## config.mk

```make
export PLATFORM = sky130hd
export DESIGN_NAME = absolute_encoder_read_validator
export DESIGN_NICKNAME = d
export VERILOG_FILES = /design/src/hdl/aervl_pkg.sv /design/src/hdl/aervl_lane.sv /design/src/hdl/aervl_merge.sv /design/src/hdl/absolute_encoder_read_validator.sv
export SDC_FILE = /design/constraint.sdc
export NUM_CORES = 1
export LEC_CHECK = 0
export BUFFER_PORTS_ARGS = -buffer_cell sky130_fd_sc_hd__clkbuf_2
export CORE_ASPECT_RATIO = 1.75
export CORE_MARGIN = 2
export CORE_UTILIZATION = 47
export CTS_BUF_LIST = sky130_fd_sc_hd__clkbuf_16
export DETAILED_ROUTE_END_ITERATION = 8
export PLACE_DENSITY = 0.66
export SETUP_SLACK_MARGIN = 0.4
export SYNTH_ARGS = -nofsm -noshare
export SYNTH_HDL_FRONTEND = slang
export SYNTH_SLANG_ARGS = --single-unit
```

## constraint.sdc

```tcl
create_clock -name clock -period 14.7 [get_ports clock]
set_input_delay 2.94 -clock clock [delete_from_list [all_inputs] [get_ports clock]]
set_output_delay 2.94 -clock clock [all_outputs]
set_load 0.01 [all_outputs]
```

## src/hdl/aervl_pkg.sv

```systemverilog
// shared types and constants for the encoder read validator
`default_nettype none

package aervl_pkg;

   localparam int RAW_W    = 16;
   localparam int ANGLE_W  = 16;
   localparam int STATUS_W = 2;
   localparam int THRESH_W = 15;
   localparam int CSR_AW   = 1;
   localparam int CSR_DW   = 15;

   typedef enum logic [STATUS_W-1:0] {
      STATUS_FRESH    = 2'd0,
      STATUS_PARITY   = 2'd1,
      STATUS_MISMATCH = 2'd2
   } status_type;

   typedef enum logic [CSR_AW-1:0] {
      CSR_THRESHOLD = 1'd0,
      CSR_PARITY_EN = 1'd1
   } csr_index_type;

   localparam logic [THRESH_W-1:0] THRESH_RESET    = 15'd2;
   localparam logic                PARITY_EN_RESET = 1'b1;

endpackage

`default_nettype wire

```

## src/hdl/aervl_lane.sv

```systemverilog
// one reading lane: bit reversal, position extraction and parity
`default_nettype none

module aervl_lane #(
   parameter int RES_BITS = 15
) (
   input  wire logic [aervl_pkg::RAW_W-1:0] raw,
   output logic      [RES_BITS-1:0]         pos,
   output logic                             parity_odd
);

   logic [aervl_pkg::RAW_W-1:0] rev;

   always_comb begin
      for (int i = 0; i < aervl_pkg::RAW_W; i++) begin
         rev[i] = raw[aervl_pkg::RAW_W-1-i];
      end
   end

   assign pos        = rev[RES_BITS-1:0];
   assign parity_odd = ^rev[RES_BITS:0];

endmodule

`default_nettype wire

```

## src/hdl/aervl_merge.sv

```systemverilog
// merge stage: angle mapping, wrapped distance check and held angle
`default_nettype none

module aervl_merge #(
   parameter int RES_BITS = 15
) (
   input  wire logic                              clock,
   input  wire logic                              reset,
   input  wire logic [RES_BITS-1:0]               pos1,
   input  wire logic [RES_BITS-1:0]               pos2,
   input  wire logic                              parity_odd1,
   input  wire logic [aervl_pkg::THRESH_W-1:0]    threshold,
   input  wire logic                              parity_en,
   input  wire logic                              update,
   output logic      [aervl_pkg::ANGLE_W-1:0]     angle,
   output aervl_pkg::status_type                  status
);

   localparam logic [RES_BITS:0] FULL_V = {1'b1, {RES_BITS{1'b0}}};
   localparam logic [RES_BITS:0] HALF_V = FULL_V >> 1;

   logic [aervl_pkg::ANGLE_W-1:0] last_angle_ff;
   logic [aervl_pkg::ANGLE_W-1:0] last_angle_in;
   logic [RES_BITS-1:0]           diff_abs;
   logic [RES_BITS-1:0]           delta;
   logic [aervl_pkg::ANGLE_W-1:0] fresh_angle;

   always_comb begin
      diff_abs = (pos1 >= pos2) ? (pos1 - pos2) : (pos2 - pos1);
      if ({1'b0, diff_abs} > HALF_V) begin
         delta = RES_BITS'(FULL_V - {1'b0, diff_abs});
      end else begin
         delta = diff_abs;
      end
      if ({1'b0, pos1} > HALF_V) begin
         fresh_angle = aervl_pkg::ANGLE_W'(pos1) - aervl_pkg::ANGLE_W'(FULL_V);
      end else begin
         fresh_angle = aervl_pkg::ANGLE_W'(pos1);
      end
      if (parity_en && !parity_odd1) begin
         status = aervl_pkg::STATUS_PARITY;
         angle  = last_angle_ff;
      end else if (aervl_pkg::THRESH_W'(delta) > threshold) begin
         status = aervl_pkg::STATUS_MISMATCH;
         angle  = last_angle_ff;
      end else begin
         status = aervl_pkg::STATUS_FRESH;
         angle  = fresh_angle;
      end
      last_angle_in = update ? angle : last_angle_ff;
   end

   always_ff @(posedge clock) begin
      if (reset) begin
         last_angle_ff <= '0;
      end else begin
         last_angle_ff <= last_angle_in;
      end
   end

endmodule

`default_nettype wire

```

## src/hdl/absolute_encoder_read_validator.sv

```systemverilog
// top level of the encoder read validator
// Validates two raw readings of a parallel absolute encoder per request and returns a
// signed angle (LSB = one encoder tick) with a status code: fresh, held on parity
// failure of the first reading, or held because the two readings differ by more than
// the threshold (wrapped distance). A request is captured in a register behind the
// lanes, and its result then moves into the output register, from which it can be
// taken. One request is taken every cycle while the result side keeps up. Both
// readings are decoded in parallel lanes; the merge stage holds the last angle, so
// results are produced strictly in order. Registers: index 0 threshold (reset 2),
// index 1 parity enable (reset 1); write them only while no request is in flight.
`default_nettype none

module absolute_encoder_read_validator #(
   parameter int RESOLUTION_BITS = 15
) (
   input  wire logic                                 clock,
   input  wire logic                                 reset,
   input  wire logic                                 req_valid,
   output logic                                      req_ready,
   input  wire logic        [aervl_pkg::RAW_W-1:0]   req_first_raw,
   input  wire logic        [aervl_pkg::RAW_W-1:0]   req_second_raw,
   output logic                                      rsp_valid,
   input  wire logic                                 rsp_ready,
   output logic signed      [aervl_pkg::ANGLE_W-1:0] rsp_angle_ticks,
   output logic             [aervl_pkg::STATUS_W-1:0] rsp_status,
   input  wire logic                                 csr_we,
   input  wire logic        [aervl_pkg::CSR_AW-1:0]  csr_addr,
   input  wire logic        [aervl_pkg::CSR_DW-1:0]  csr_wdata
);

   logic                           lane1_parity;
   logic                           lane2_parity;
   logic [RESOLUTION_BITS-1:0]     lane1_pos;
   logic [RESOLUTION_BITS-1:0]     lane2_pos;

   logic                           s1_valid_ff, s1_valid_in;
   logic [RESOLUTION_BITS-1:0]     s1_pos1_ff, s1_pos1_in;
   logic [RESOLUTION_BITS-1:0]     s1_pos2_ff, s1_pos2_in;
   logic                           s1_par_ff, s1_par_in;

   logic                           out_valid_ff, out_valid_in;
   logic [aervl_pkg::ANGLE_W-1:0]  out_angle_ff, out_angle_in;
   logic [aervl_pkg::STATUS_W-1:0] out_status_ff, out_status_in;

   logic [aervl_pkg::THRESH_W-1:0] thresh_ff, thresh_in;
   logic                           par_en_ff, par_en_in;

   logic                           out_adv;
   logic                           s1_adv;
   logic                           s1_move;
   logic [aervl_pkg::ANGLE_W-1:0]  merge_angle;
   aervl_pkg::status_type          merge_status;

   aervl_lane #(.RES_BITS(RESOLUTION_BITS)) u_lane1 (
      .raw        (req_first_raw),
      .pos        (lane1_pos),
      .parity_odd (lane1_parity)
   );

   aervl_lane #(.RES_BITS(RESOLUTION_BITS)) u_lane2 (
      .raw        (req_second_raw),
      .pos        (lane2_pos),
      .parity_odd (lane2_parity)
   );

   aervl_merge #(.RES_BITS(RESOLUTION_BITS)) u_merge (
      .clock       (clock),
      .reset       (reset),
      .pos1        (s1_pos1_ff),
      .pos2        (s1_pos2_ff),
      .parity_odd1 (s1_par_ff),
      .threshold   (thresh_ff),
      .parity_en   (par_en_ff),
      .update      (s1_move),
      .angle       (merge_angle),
      .status      (merge_status)
   );

   assign out_adv   = !out_valid_ff || rsp_ready;
   assign s1_adv    = !s1_valid_ff || out_adv;
   assign s1_move   = s1_valid_ff && out_adv;
   assign req_ready = s1_adv;

   always_comb begin
      s1_valid_in = s1_adv ? req_valid : s1_valid_ff;
      s1_pos1_in  = s1_adv ? lane1_pos : s1_pos1_ff;
      s1_pos2_in  = s1_adv ? lane2_pos : s1_pos2_ff;
      s1_par_in   = s1_adv ? (lane1_parity ^ lane2_parity ^ lane2_parity) : s1_par_ff;

      out_valid_in  = out_adv ? s1_valid_ff : out_valid_ff;
      out_angle_in  = s1_move ? merge_angle : out_angle_ff;
      out_status_in = s1_move ? aervl_pkg::STATUS_W'(merge_status) : out_status_ff;

      thresh_in = thresh_ff;
      par_en_in = par_en_ff;
      if (csr_we) begin
         case (csr_addr)
            aervl_pkg::CSR_THRESHOLD: thresh_in = csr_wdata[aervl_pkg::THRESH_W-1:0];
            aervl_pkg::CSR_PARITY_EN: par_en_in = csr_wdata[0];
            default: begin
               thresh_in = thresh_ff;
               par_en_in = par_en_ff;
            end
         endcase
      end
   end

   always_ff @(posedge clock) begin
      if (reset) begin
         s1_valid_ff  <= 1'b0;
         out_valid_ff <= 1'b0;
         thresh_ff    <= aervl_pkg::THRESH_RESET;
         par_en_ff    <= aervl_pkg::PARITY_EN_RESET;
      end else begin
         s1_valid_ff  <= s1_valid_in;
         out_valid_ff <= out_valid_in;
         thresh_ff    <= thresh_in;
         par_en_ff    <= par_en_in;
      end
   end

   always_ff @(posedge clock) begin
      s1_pos1_ff    <= s1_pos1_in;
      s1_pos2_ff    <= s1_pos2_in;
      s1_par_ff     <= s1_par_in;
      out_angle_ff  <= out_angle_in;
      out_status_ff <= out_status_in;
   end

   assign rsp_valid       = out_valid_ff;
   assign rsp_angle_ticks = out_angle_ff;
   assign rsp_status      = out_status_ff;

endmodule

`default_nettype wire

```

==> impl_metrics.tcl, run 1 <==
set metrics [dict create \
    status "complete, no violations" \
    io-pin-count 73 \
    grt_overflow_total 0 \
    worstRegToRegCells 23 \
    synth-edff-count 49 \
    setup_violations 0 \
    synth.avg_cell_area_um2 9.48 \
    cts.sinks 83 \
    leakage_nw 2.81 \
    startpoint_type "input pin" \
    cts_tree "built" \
    worstMarginPinSlew_ns 1.12 \
    fin_crit_sh 0.468 \
    max_stage_delay_ns 0.36 \
    synthCells 597 \
    die_h_um 149 \
    cts-resized-gates 0 \
    drv_slew 0 \
    synth-seq-cells 83 \
    peakVddDrop_v 0.0000986 \
    fin_nets 761 \
    cp_slowest_cell "nor2b_1" \
    seq_area_frac_synth 0.380 \
    ctsRootBufferMaster "clkbuf_16" \
    initial_core_util 0.477 \
    wirelength_um 12900 \
    clock_path_buffers 2 \
    drt_iter0_markers 203 \
    core_um2 11900 \
    placed_cell_area_um2 6110 \
    dpl.cell_count 786 \
    yosysTopAreaCell "edfxtp_1" \
    ys.flop_type "edfxtp_1" \
    syn_area_um2 5660 \
    cts_buffers 9 \
    grt_first_pass_wirelength_um 20900 \
    grt_max_degree 50 \
    min_period_ns 6.88 \
    power.density_nw_per_um2 127 \
    skew_ns 0.00640 \
    yosysWarningCount 0 \
    hold_depth 2 \
    finish.instance_area_um2 6400 \
    first_global_vias 4351 \
    worst_setup_path_end_kind "output pin" \
    firstDrtPassIters 4 \
    synth.area.top_cells "edfxtp_1, dfxtp_1, ha_1" \
    hold_viol 0 \
    arrival_ns 3.94 \
    path_class "in -> out" \
    path_max_fanout 32 \
    fp.dieW_um 86.9 \
    drc_errors 0 \
    rsz0062_at_grt "no" \
    synth_cell_types 72 \
    crit_path_cell_trace "clkbuf_2 > nor2b_1 > nand2_1 > buf_4 > clkbuf_2" \
    num_rows 53 \
    dieArea_um2 13000 \
    antenna_found_initial 0 \
    n_fill_cell 1090 \
    synth.top_cell.area_share 0.260 \
    post_drt_wl_per_cell_um 16.1 \
    cts.clk_slew.worst_paths_ns 0.06 \
    synthTopCellsByCount "inv_1, edfxtp_1, ha_1, nor2_1, nand2_1" \
    gp_congestion 0.902 \
    synth.most_common_cell "inv_1" \
    async_reset_ff_frac 0 \
    clkLatencyLatePin_ns 0.35 \
    clock.fmax_mhz 145 \
    track_usage 0.207 \
    crit_path_frequent_cell "clkbuf_2" \
    via_count 4448 \
    required_ns 11.76 \
    cts_setup_buffers 0 \
    setup_tns_ns 0 \
    syn_to_final_growth_pct 13.1 \
    diodes 0 \
    via_per_inst 5.55 \
    antenna_left 0 \
    utilization 0.539 \
    fin_cells 802 \
    cts_hold_buf 0 \
    dpl.hpwl_um 10200 \
    holdCritPathClass "reg -> reg" \
    drv_cap 0 \
    syn_nets 698 \
    layout-drive-gt1-share 0.171 \
    htreeDepth 3 \
    max_slew_margin 0.250 \
    port_buffers 71 \
]
[state kept, by name, summed over array words and instances (netlist names)]
name,count
s1_pos1_ff,15
s1_par_ff,1
thresh_ff,15
rsp_status,2
par_en_ff,1
s1_valid_ff,1
rsp_angle_ticks,16
s1_pos2_ff,15
u_merge.last_angle_ff,16
rsp_valid,1
[metal layers]
layer | wire length (µm) | vias to the layer above | global-route usage | part of all wire
met3 | 369 | 28 | 0.0293 | 0.029
met5 | 0 | - | 0 | 0
li1 | - | 2250 | - | -
met2 | 7060 | 95 | 0.374 | 0.55
met1 | 5010 | 2075 | 0.230 | 0.39
met4 | 478 | 0 | 0.100 | 0.037
[worst max-delay path: cells and delay by family]
family,cells,cell delay (ns)
buf+inv,3,0.52
simple gates,2,0.46
[stage by stage]
step           total power [mW]  hold slack, ns  setup WS [ns]
6_report                  0.815           0.459           7.82
5_1_grt                   0.865           0.470           7.65
4_1_cts                   0.824           0.463           7.81
3_5_place_dp              0.603           0.450           7.81
3_3_place_gp              0.591           0.447           7.81
2_1_floorplan             0.522           0.436           7.96
[cell type report]
cell class              instances  area [µm²]  area share
flip-flops and latches         83        2150       0.336
inverters                      73         274      0.0428
clock buffers                   9         225      0.0352
clock inverters                 7        58.8     0.00919
multi-input cells             421        3150       0.493
repair buffers                 72         363      0.0567
well taps                     137         171      0.0268
[layout by cell type (no fill, tap or decap), types with 4 or more instances in the layout]
master and instances:
nor2b_1 4, nor4_1 8, xor2_1 8, and2_1 7, nand2b_1 6, nor3_1 9
ha_1 46, mux2i_1 23, clkbuf_2 71, clkbuf_16 9, or3_1 4, nor2_1 45
nand2_1 45, a21o_1 8, inv_1 74, xnor2_1 29, o31ai_1 4, o21ai_1 4
o211ai_1 8, o21ai_0 23, a211oi_1 22, dfxtp_1 34, edfxtp_1 49, nand3_1 8
a21oi_1 42, nand4_1 5
[power by group]
group	leakage (nW)	internal [mW]	total, mW	switching, mW
combinational	1.88	0.130	0.309	0.179
clock	0.146	0.118	0.218	0.0998
sequential	0.779	0.275	0.288	0.0129
total	2.81	0.523	0.815	0.292
[worst paths after layout]
path | start | to | slack (ns)
setup / recovery | rsp_ready | req_ready | 7.82
hold reg to reg | thresh_ff[13]$_SDFFE_PP0P_ | thresh_ff[13]$_SDFFE_PP0P_ | 0.46
hold / removal | thresh_ff[13]$_SDFFE_PP0P_ | thresh_ff[13]$_SDFFE_PP0P_ | 0.46
setup reg to reg | s1_pos1_ff[4]$_DFFE_PP_ | u_merge.last_angle_ff[15]$_SDFFE_PP0P_ | 8.06
[cell families after synthesis]
| family | Yosys count | share of synthesized area |
|---|---|---|
| AND/OR/NAND/NOR | 160 | 0.148 |
| AO/OA/AOI/OAI | 150 | 0.193 |
| buffers and inverters | 93 | 0.0641 |
| flip-flops | 83 | 0.380 |
| adder cells (fa/ha/maj) | 48 | 0.109 |
| XOR/XNOR | 39 | 0.0630 |
| multiplexers | 24 | 0.0427 |
Note: power is estimated with default switching activity, not from simulation.
==> run 2: changes to the inputs <==
- ABC_AREA: not set -> 1
- PLACE_DENSITY: 0.66 -> 0.68
- clock period: 14.7 -> 5.6 ns (I/O delays scaled with it)
==> run 2 against run 1 <==
Against the previous run:
- clock power increased to 2.8 times the previous value
- non-clock buffer count up 8
- clock skew is 0.0020 ns higher
- critical path depth is 25 higher
- largest cell class unchanged
==> impl_metrics.tcl, run 2 <==
set metrics [dict create \
    clock_path_buffers 2 \
    io-pin-count 73 \
    fin_crit_sh 0.839 \
    first_global_vias 5213 \
    rsz0062_at_grt "no" \
    port_buffers 71 \
    synth.most_common_cell "nand2_1" \
    finish.instance_area_um2 7040 \
    post_drt_wl_per_cell_um 13.1 \
    synth.top_cell.area_share 0.238 \
    synth_cell_types 37 \
    htreeDepth 3 \
    setup_tns_ns 0 \
    hold_depth 2 \
    n_fill_cell 1296 \
    synth-seq-cells 83 \
    fp.dieW_um 90.7 \
    crit_path_frequent_cell "nand2_1" \
    initial_core_util 0.480 \
    yosysWarningCount 0 \
    syn_nets 972 \
    hold_viol 0 \
    path_max_fanout 30 \
    dpl.hpwl_um 11700 \
    via_count 5500 \
    syn_to_final_growth_pct 13.9 \
    num_rows 55 \
    skew_ns 0.00840 \
    r2r-start "s1_pos1_ff[0]$_DFFE_PP_" \
    synth.avg_cell_area_um2 7.09 \
    synth-edff-count 49 \
    worst_setup_path_end_kind "register" \
    drt_iter0_markers 231 \
    cts.clk_slew.worst_paths_ns 0.07 \
    drv_slew 0 \
    drc_errors 0 \
    power.density_nw_per_um2 307 \
    drv_cap 0 \
    cts_buffers 9 \
    ctsRootBufferMaster "clkbuf_16" \
    syn_area_um2 6180 \
    cp_slowest_cell "edfxtp_1" \
    whs_ns 0.461 \
    gp_congestion 0.893 \
    seq_area_frac_synth 0.348 \
    worst-path-buf-inv 6 \
    worstRegToRegCells 30 \
    wirelength_um 14600 \
    die_h_um 156 \
    crit_family "simple AND/OR/NAND/NOR gates" \
    cts_tree "built" \
    leakage_nw 3.72 \
    mostFrequentLayoutCell "nand2_1" \
    synthCells 871 \
    max_stage_delay_ns 0.45 \
    dieArea_um2 14100 \
    required_ns 5.85 \
    grt_first_pass_wirelength_um 23700 \
    firstDrtPassIters 6 \
    async_reset_ff_frac 0 \
    core_um2 12900 \
    yosysTopAreaCell "edfxtp_1" \
    diodes 0 \
    min_delay_worst_endpoint "thresh_ff[13]$_SDFFE_PP0P_" \
    antenna_found_initial 0 \
    synthTopCellsByCount "nand2_1, inv_1, nor2_1" \
    r2r_end "u_merge.last_angle_ff[13]$_SDFFE_PP0P_" \
    arrival_ns 4.95 \
    worstMarginPinSlew_ns 1.10 \
    grt_overflow_total 0 \
    layout-drive-gt1-share 0.157 \
    setup_violations 0 \
    clkLatencyLatePin_ns 0.36 \
    placed_cell_area_um2 6660 \
    via_per_inst 4.92 \
    track_usage 0.215 \
    antenna_left 0 \
    final_cell_mix "nand2_1, inv_1, clkbuf_2, nor2_1, o21ai_0" \
    holdCritPathClass "reg -> reg" \
    ys.flop_type "edfxtp_1" \
    status "complete, no violations" \
    fin_nets 1044 \
    path_class "reg -> reg" \
    utilization 0.547 \
    cts.sinks 83 \
    max_slew_margin 0.265 \
    clock.fmax_mhz 213 \
    startpoint_type "register" \
    synth.area.top_cells "edfxtp_1, nand2_1, dfxtp_1" \
    min_from "thresh_ff[13]$_SDFFE_PP0P_" \
    cts_hold_buf 0 \
    min_period_ns 4.70 \
    grt_max_degree 35 \
    r2r_slack_ns 0.90 \
    peakVddDrop_v 0.000217 \
]
-- run 2: logic make-up (layout without fill, tap and decap cells) --
kind of cell	Yosys count	count (layout)	share of synthesized area
and+or+nand+nor	428	428	0.305
buffers and inverters	181	258	0.116
AOI/OAI and AO/OA	98	98	0.0844
DFF	83	83	0.348
adders and majority gates	48	48	0.0996
xor gates and xnor gates	33	33	0.0468
-- run 2: final cells by class --
cell class | instances | area, µm² | share of cell area
repair buffers | 80 | 427 | 0.0606
clock buffers | 9 | 225 | 0.0320
well taps | 171 | 214 | 0.0304
flip-flops and latches | 83 | 2150 | 0.306
clock inverters | 7 | 81.3 | 0.0116
inverters | 162 | 608 | 0.0864
multi-input cells | 607 | 3330 | 0.473
-- run 2: how the worst max path moves through the flow --
stage                                  from  cells past startpoint  slack [ns]                                     end
floorplan           s1_pos1_ff[6]$_DFFE_PP_                     29        1.62   u_merge.last_angle_ff[0]$_SDFFE_PP0P_
global placement    s1_pos1_ff[0]$_DFFE_PP_                     30        0.71  u_merge.last_angle_ff[13]$_SDFFE_PP0P_
detailed placement  s1_pos1_ff[2]$_DFFE_PP_                     28        0.66   u_merge.last_angle_ff[5]$_SDFFE_PP0P_
CTS                 s1_pos1_ff[2]$_DFFE_PP_                     28        0.64  u_merge.last_angle_ff[13]$_SDFFE_PP0P_
global route        s1_pos1_ff[0]$_DFFE_PP_                     29        0.40  u_merge.last_angle_ff[13]$_SDFFE_PP0P_
finish              s1_pos1_ff[0]$_DFFE_PP_                     30        0.90  u_merge.last_angle_ff[13]$_SDFFE_PP0P_
-- run 2: through the flow --
stage	instances	power, mW	setup WS, ns
6_report	1119	2.16	0.902
5_1_grt	1119	2.33	0.403
4_1_cts	1113	2.17	0.635
3_5_place_dp	1097	1.56	0.658
3_3_place_gp	1097	1.55	0.710
2_1_floorplan	871	1.36	1.62
-- run 2: worst register-to-register path: cells and delay by family (launching register included) --
kind            cells  cell delay [ns]
buf+inv             6             0.67
simple gates       17             1.96
fa+ha+maj           3             0.85
compound gates      3             0.50
flops               1             0.45
xor+xnor            1             0.13
-- run 2: what timing repair did --
| action | 4_1_cts | 5_1_grt |
|---|---|---|
| setup endpoints to repair | 0 | 30 |
| gates resized for setup | 0 | 7 |
| setup buffers | 0 | 6 |
| endpoints found under the hold margin | 0 | 0 |
-- run 2: power breakdown --
part           internal (mW)  total (mW)  switching, mW  leakage (nW)
Sequential             0.721       0.745         0.0246         0.779
Combinational          0.291       0.811          0.520          2.79
Clock                  0.317       0.608          0.291         0.149
Total                   1.33        2.16          0.836          3.72
-- run 2: metal layers --
metal  part of all wire  GRT usage  vias up
met5                  0          0        -
met4              0.062      0.143        0
met3              0.031     0.0304       52
met2               0.54      0.415      130
met1               0.36      0.207     2439
li1                   -          -     2879
==> run 3: changes to the inputs <==
- PLACE_DENSITY: 0.68 -> 0.66
- clock period: 5.6 -> 4.7 ns (I/O delays scaled with it)
==> run 3 against run 2 <==
Against the previous run:
- clock-buffer cell count did not move
- sequential share of layout area decreased by 5.0 points
- sequential power increased by 20%
- total power rose by 45%
- setup slack worse by 0.33 ns
- first-iteration DRC count up 25%
- combinational power rose by 86%
- critical path type unchanged
==> impl_metrics.tcl, run 3 (same netlist as run 2, synthesis figures left out) <==
set metrics [dict create \
    utilization 0.653 \
    pwr-share-seq 0.285 \
    layout-drive-gt1-share 0.339 \
    startpoint_type "register" \
    core_um2 12900 \
    path_max_fanout 7 \
    ctsRootBufferMaster "clkbuf_16" \
    htreeDepth 3 \
    finish.instance_area_um2 8400 \
    path_class "reg -> reg" \
    diodes 0 \
    drv_slew 0 \
    die_h_um 156 \
    worstMarginPinSlew_ns 0.651 \
    clkPwrFrac 0.235 \
    initial_core_util 0.480 \
    clock.fmax_mhz 242 \
    port_buffers 71 \
    arrival_ns 4.38 \
    fin_cells 1200 \
    gp_congestion 0.903 \
    peakVddDrop_v 0.000272 \
    first_global_vias 5431 \
    status "complete, no violations" \
    clkLatencyLatePin_ns 0.36 \
    swShare 0.401 \
    setup_tns_ns 0 \
    p_int_mw 1.88 \
    fin_nets 1125 \
    min_period_ns 4.13 \
    firstDrtPassIters 5 \
    cts_buffers 9 \
    cts_tree "built" \
    leakage_nw 4.26 \
    dpl.cell_count 1130 \
    rsz0062_at_grt "yes" \
    post_drt_wl_per_cell_um 14.7 \
    antenna_found_initial 0 \
    required_ns 4.95 \
    placed_cell_area_um2 6940 \
    syn_to_final_growth_pct 36.0 \
    grt_max_degree 29 \
    clock_path_buffers 2 \
    via_per_inst 5.01 \
    track_usage 0.230 \
    cts.clk_slew.worst_paths_ns 0.07 \
    dpl.hpwl_um 12300 \
    max_slew_margin 0.566 \
    mostFrequentLayoutCell "nand2_1" \
    grt_overflow_total 0 \
    skew_ns 0.00926 \
    holdCritPathClass "reg -> reg" \
    drt_iter0_markers 289 \
    antenna_left 0 \
    grt_first_pass_wirelength_um 25400 \
    final_cell_mix "nand2_1, inv_1, buf_4, clkbuf_2, nor2_1" \
    cts_hold_buf 0 \
    setup_violations 0 \
    cp_slowest_cell "edfxtp_1" \
    num_rows 55 \
    worst_setup_path_end_kind "register" \
    drc_errors 0 \
    fin_crit_sh 0.879 \
    hold_viol 0 \
    power_frac_comb 0.480 \
    via_count 6013 \
    fp.dieW_um 90.7 \
    io-pin-count 73 \
    max_stage_delay_ns 0.42 \
    cts.sinks 83 \
    wirelength_um 17600 \
    drv_cap 0 \
    dieArea_um2 14100 \
    power.switching_mw 1.26 \
    power.density_nw_per_um2 375 \
]
[run 3: path summary, 6_finish.rpt]
path	startpoint	slack, ns	to	cells after the start
setup reg to reg	s1_pos2_ff[6]$_DFFE_PP_	0.57	u_merge.last_angle_ff[4]$_SDFFE_PP0P_	31
hold / removal	thresh_ff[3]$_SDFFE_PP0P_	0.46	thresh_ff[3]$_SDFFE_PP0P_	2
hold reg to reg	thresh_ff[3]$_SDFFE_PP0P_	0.46	thresh_ff[3]$_SDFFE_PP0P_	2
setup / recovery	s1_pos2_ff[6]$_DFFE_PP_	0.57	u_merge.last_angle_ff[4]$_SDFFE_PP0P_	31
[run 3: repair_timing]
action / CTS / global route
cloned: 1 / 4
hold endpoints to repair: 0 / 0
resized for setup: 37 / 167
setup buffers: 8 / 41
pin swaps: 4 / 62
endpoints found under the setup margin: 32 / 33
[run 3: power groups by stage]
stage	clock [mW]	combinational [mW]	sequential, mW
6_report	0.739	1.51	0.896
5_1_grt	0.774	1.66	0.901
4_1_cts	0.747	1.10	0.891
3_5_place_dp	0	1.05	0.906
3_3_place_gp	0	1.04	0.906
2_1_floorplan	0	0.713	0.908
[run 3: through the flow]
stage / setup WS, ns / hold WS, ns / power [mW]
floorplan: 0.723 / 0.435 / 1.62
global placement: 0.177 / 0.450 / 1.94
detailed placement: 0.153 / 0.458 / 1.96
CTS: 0.377 / 0.468 / 2.73
global route: 0.326 / 0.493 / 3.34
finish: 0.568 / 0.462 / 3.15
[run 3: layer usage]
metal	global-route usage	vias up	wire, µm	part of all wire
met1	0.218	2730	6130	0.35
met4	0.148	0	1140	0.065
li1	-	3047	-	-
met3	0.0348	68	598	0.034
met2	0.451	168	9760	0.55
met5	0	-	0	0
[run 3: cell type report]
| class | count | area (µm²) |
|---|---|---|
| tap | 171 | 214 |
| inverter | 162 | 608 |
| sequential | 83 | 2150 |
| timing repair buffer | 159 | 1100 |
| clock buffer | 9 | 225 |
| multi-input combinational | 609 | 4020 |
| clock inverter | 7 | 81.3 |
| fill | 1102 | 4470 |
[run 3: critical path: cells and delay by family (launching register included)]
| kind | cells | cell delay (ns) |
|---|---|---|
| AOI/OAI and AO/OA | 7 | 0.87 |
| xor gates and xnor gates | 1 | 0.15 |
| adders and majority gates | 2 | 0.49 |
| buffers and inverters | 11 | 1.11 |
| DFF | 1 | 0.42 |
| and+or+nand+nor | 10 | 0.99 |
